[src/hw/rtl/msgc_pkg.sv]
// ---------------------------------------------------------------------------
// msgc_pkg
// Shared types and constants for the magnetometer sample gate.
// ---------------------------------------------------------------------------
`default_nettype none

package msgc_pkg;

   localparam int unsigned COUNT_WIDTH     = 16;
   localparam int unsigned CSR_INDEX_WIDTH = 4;
   localparam int unsigned CSR_DATA_WIDTH  = 16;
   localparam int unsigned NUM_AXES        = 3;
   localparam int unsigned NUM_OCTANTS     = 8;

   typedef enum logic [1:0] {
      ST_OK    = 2'd0,
      ST_FULL  = 2'd1,
      ST_CLOSE = 2'd2
   } status_type;

   typedef enum logic [CSR_INDEX_WIDTH-1:0] {
      CSR_SAMPLE_LIMIT = 4'd0,
      CSR_MIN_DISTANCE = 4'd1
   } csr_index_type;

   localparam logic [COUNT_WIDTH-1:0] SAMPLE_LIMIT_RESET = 16'hFFFF;

   function automatic logic [3:0] count_octants(input logic [NUM_OCTANTS-1:0] m);
      logic [3:0] n;
      n = '0;
      for (int i = 0; i < NUM_OCTANTS; i++) begin
         n = n + {3'b000, m[i]};
      end
      return n;
   endfunction

endpackage

`default_nettype wire

[src/hw/rtl/msgc_dist.sv]
// ---------------------------------------------------------------------------
// msgc_dist
// Squared distance of a sample to the last accepted one, compared against
// the squared minimum distance.
// ---------------------------------------------------------------------------
`default_nettype none

module msgc_dist #(
   parameter int unsigned SAMPLE_WIDTH = 16
) (
   input  wire logic [2:0][SAMPLE_WIDTH-1:0] sample,
   input  wire logic [2:0][SAMPLE_WIDTH-1:0] last,
   input  wire logic [31:0]                  lim_sq,
   output      logic                         too_close
);
   import msgc_pkg::*;

   localparam int unsigned SQ_WIDTH  = 2 * SAMPLE_WIDTH;
   localparam int unsigned SUM_WIDTH = SQ_WIDTH + 2;
   localparam int unsigned CMP_WIDTH = (SUM_WIDTH > 32) ? SUM_WIDTH : 32;

   logic [2:0][SQ_WIDTH-1:0] sq;
   logic [SUM_WIDTH-1:0]     dist_sq;

   for (genvar a = 0; a < NUM_AXES; a++) begin : g_axis
      logic [SAMPLE_WIDTH:0]   diff;
      logic [SAMPLE_WIDTH:0]   mag;
      assign diff = {sample[a][SAMPLE_WIDTH-1], sample[a]} - {last[a][SAMPLE_WIDTH-1], last[a]};
      assign mag  = diff[SAMPLE_WIDTH] ? (~diff + 1'b1) : diff;
      // |diff| never exceeds 2^W - 1, so the top bit of mag is always clear
      assign sq[a] = mag[SAMPLE_WIDTH-1:0] * mag[SAMPLE_WIDTH-1:0];
   end

   assign dist_sq = SUM_WIDTH'(sq[0]) + SUM_WIDTH'(sq[1]) + SUM_WIDTH'(sq[2]);
   assign too_close = CMP_WIDTH'(dist_sq) < CMP_WIDTH'(lim_sq);

endmodule

`default_nettype wire

[config.mk]
export PLATFORM = sky130hd
export DESIGN_NAME = msgc_dist
export DESIGN_NICKNAME = d
export VERILOG_FILES = /design/src/hw/rtl/msgc_pkg.sv /design/src/hw/rtl/msgc_dist.sv
export SDC_FILE = /design/constraint.sdc
export NUM_CORES = 2
export LEC_CHECK = 0
export BUFFER_PORTS_ARGS = -buffer_cell sky130_fd_sc_hd__buf_2
export CORE_MARGIN = 2
export CORE_UTILIZATION = 39
export DETAILED_ROUTE_END_ITERATION = 8
export PLACE_DENSITY = 0.52
export SYNTH_ARGS = -nofsm -noshare
export SYNTH_HDL_FRONTEND = slang
export SYNTH_SLANG_ARGS = --single-unit
[constraint.sdc]
create_clock -name vclk -period 51.8
set_input_delay 10.36 -clock vclk [all_inputs]
set_output_delay 10.36 -clock vclk [all_outputs]
set_load 0.005 [all_outputs]
==> impl_metrics.csv <==
group,metric,value,unit
die,coreArea,0.0672,mm2
logic_synthesis,ys_seq_area_frac,0,
global_routing,grt_pass1_wl,110000,um
sta,tightest_slew,1.52,ns
logic_synthesis,syn_inst,2993,
setup_path,critPathKind,"input pin to output port",
routing,drc,0,
place,dpl_worst_slack,17.95,ns
setup_path,slowest_stage,"xor2_1",
die,dieArea,0.0698,mm2
outcome,violations,"max-capacitance violations, max-slew violations",
logic_synthesis,netlist_top_cells_count,"inv_1, fa_1, ha_1",
final_layout,n_clock_buffer,0,
sta,fin_tns_setup,0,ns
sta,setup_ws,17.77,ns
final_layout,nets,4190,
logic_synthesis,synth_warnings,0,
setup_path,crit_arrival,23.67,ns
clock_network,hold_buffers,0,
global_routing,gr-total-overflow,0,
routing,antenna_left,0,
setup_path,cp-end-kind,"output port",
flow_run,max_cap_viol_count,1,
final_layout,seq_cell_count,0,
logic_synthesis,avgSynthCellArea,8.83,um2
global_routing,first_global_vias,21810,
place,hpwl,60200,um
setup_path,crit_required,41.44,ns
die,die_x,264,um
logic_synthesis,synth.most_common_cell,"inv_1",
sta,fin_crit_sh,0.657,
outcome,status,"finished, violations left",
setup_path,startpoint_type,"input pin",
sta,drv_slew,14,
global_routing,grt_usage,0.197,
worst_hold_path,hold_path_class,"input pin to output port",
final_layout,syn_to_final_growth,6.65,%
die,start_util,0.393,
logic_synthesis,syn_area,0.0264,mm2
logic_synthesis,synth_cell_types,88,
sta,min_period,34.03,ns
sta,relSlewSlack,-0.0170,
setup_path,path_common_cell,"fa_1",
routing,wl,65700,um
die,die_h,264,um
routing,routed_via_density,4.87,
clock_network,cts_resized,0,
final_layout,antennaDiodeCount,0,
logic_synthesis,syn-num-nets,4080,
logic_synthesis,synth_largest_area_cell,"fa_1",
final_layout,seq_area,0,um2
routing,num_vias,19344,
place,port-buffer-count,129,
setup_path,critical-path-max-stage-delay,1.17,ns
global_routing,grt_max_degree,24,
sta,fmax,0.0294,GHz
die,rows,95,
logic_synthesis,synth.area.top_cells,"fa_1, ha_1, inv_1",
routing,drt_iter0_drc,674,
sta,finalSetupViolCount,0,
final_layout,drive_above_1_share,0.0793,
setup_path,worst-path-max-fanout,13,
routing,drt-pass1-iter-count,5,
logic_synthesis,yosysTopAreaCellShare,0.469,
sta,rsz0062_at_grt,"no",
die,pin_count,129,
sta,hold_viol_final,0,
clock_network,post-cts-setup-buffers,0,
place,gp_congestion,0.879,
routing,wire_per_inst,16.5,um
global_routing,grt_antenna_before_repair,0,
[per-layer routing]
layer | share of wire | global-route usage | up-vias | wire length [um]
met5 | 0 | 0 | - | 0
met4 | 0.018 | 0.0313 | 0 | 1210
met3 | 0.031 | 0.0117 | 58 | 2030
met2 | 0.55 | 0.376 | 277 | 35800
met1 | 0.41 | 0.247 | 9890 | 26600
li1 | - | - | 9119 | -
[metrics by stage]
stage	hold slack, ns	instances	util	area, um2
3_3_place_gp	21.31	3974	0.419	28200
4_1_cts	21.32	3974	0.419	28200
3_5_place_dp	21.32	3974	0.419	28200
6_report	21.32	3974	0.420	28200
2_1_floorplan	21.04	2993	-	26400
5_1_grt	21.39	3974	0.420	28200
[kinds of logic (layout without fill, tap and decap cells)]
group | after synthesis | in the layout | share of synthesized area
buffers and inverters | 1003 | 1111 | 0.144
adder cells (fa/ha/maj) | 959 | 959 | 0.630
AND/OR/NAND/NOR | 613 | 613 | 0.105
AO/OA/AOI/OAI | 299 | 299 | 0.0784
XOR/XNOR | 111 | 111 | 0.0396
multiplexers | 8 | 8 | 0.00317
[path summary, 6_finish.rpt]
check              endpoint  depth (start not counted)  startpoint
setup / recovery  too_close                         49  sample[16]
hold / removal    too_close                          7  lim_sq[31]
[final cells by class]
cell class / count / area (um2)
well taps: 873 / 1090
inverters: 955 / 3580
multi-input cells: 1990 / 22700
fillers: 6883 / 39000
repair buffers: 156 / 848
[worst max-delay path, delay by kind of cell]
family	cells	cell delay (ns)
xor+xnor	2	1.31
buf+inv	11	1.19
simple gates	6	1.09
fa+ha+maj	13	5.61
compound gates	17	4.10
[cell usage in the layout, fill, tap and decap left out, types with 9 or more instances in the layout]
cell / Yosys / layout
a211oi_1: 14 / 14
a21o_1: 30 / 30
a21oi_1: 78 / 78
and2_1: 9 / 9
and3_1: 16 / 16
buf_2: 20 / 129
buf_4: 2 / 27
fa_1: 619 / 619
ha_1: 340 / 340
inv_1: 932 / 932
inv_2: 22 / 22
nand2_1: 156 / 156
nand2b_1: 37 / 37
nand3_1: 18 / 18
nor2_1: 270 / 270
nor2b_1: 13 / 13
nor3_1: 23 / 23
o21a_1: 16 / 16
o21ai_0: 48 / 48
o21ai_1: 12 / 12
o21bai_1: 12 / 12
or2_2: 21 / 21
or3_1: 10 / 10
xnor2_1: 62 / 59
xnor2_2: 7 / 10
xor2_1: 40 / 39
Power is left out: the tool's default activity adds up to more than one toggle a clock period on the data nets, which glitch-free logic cannot reach.
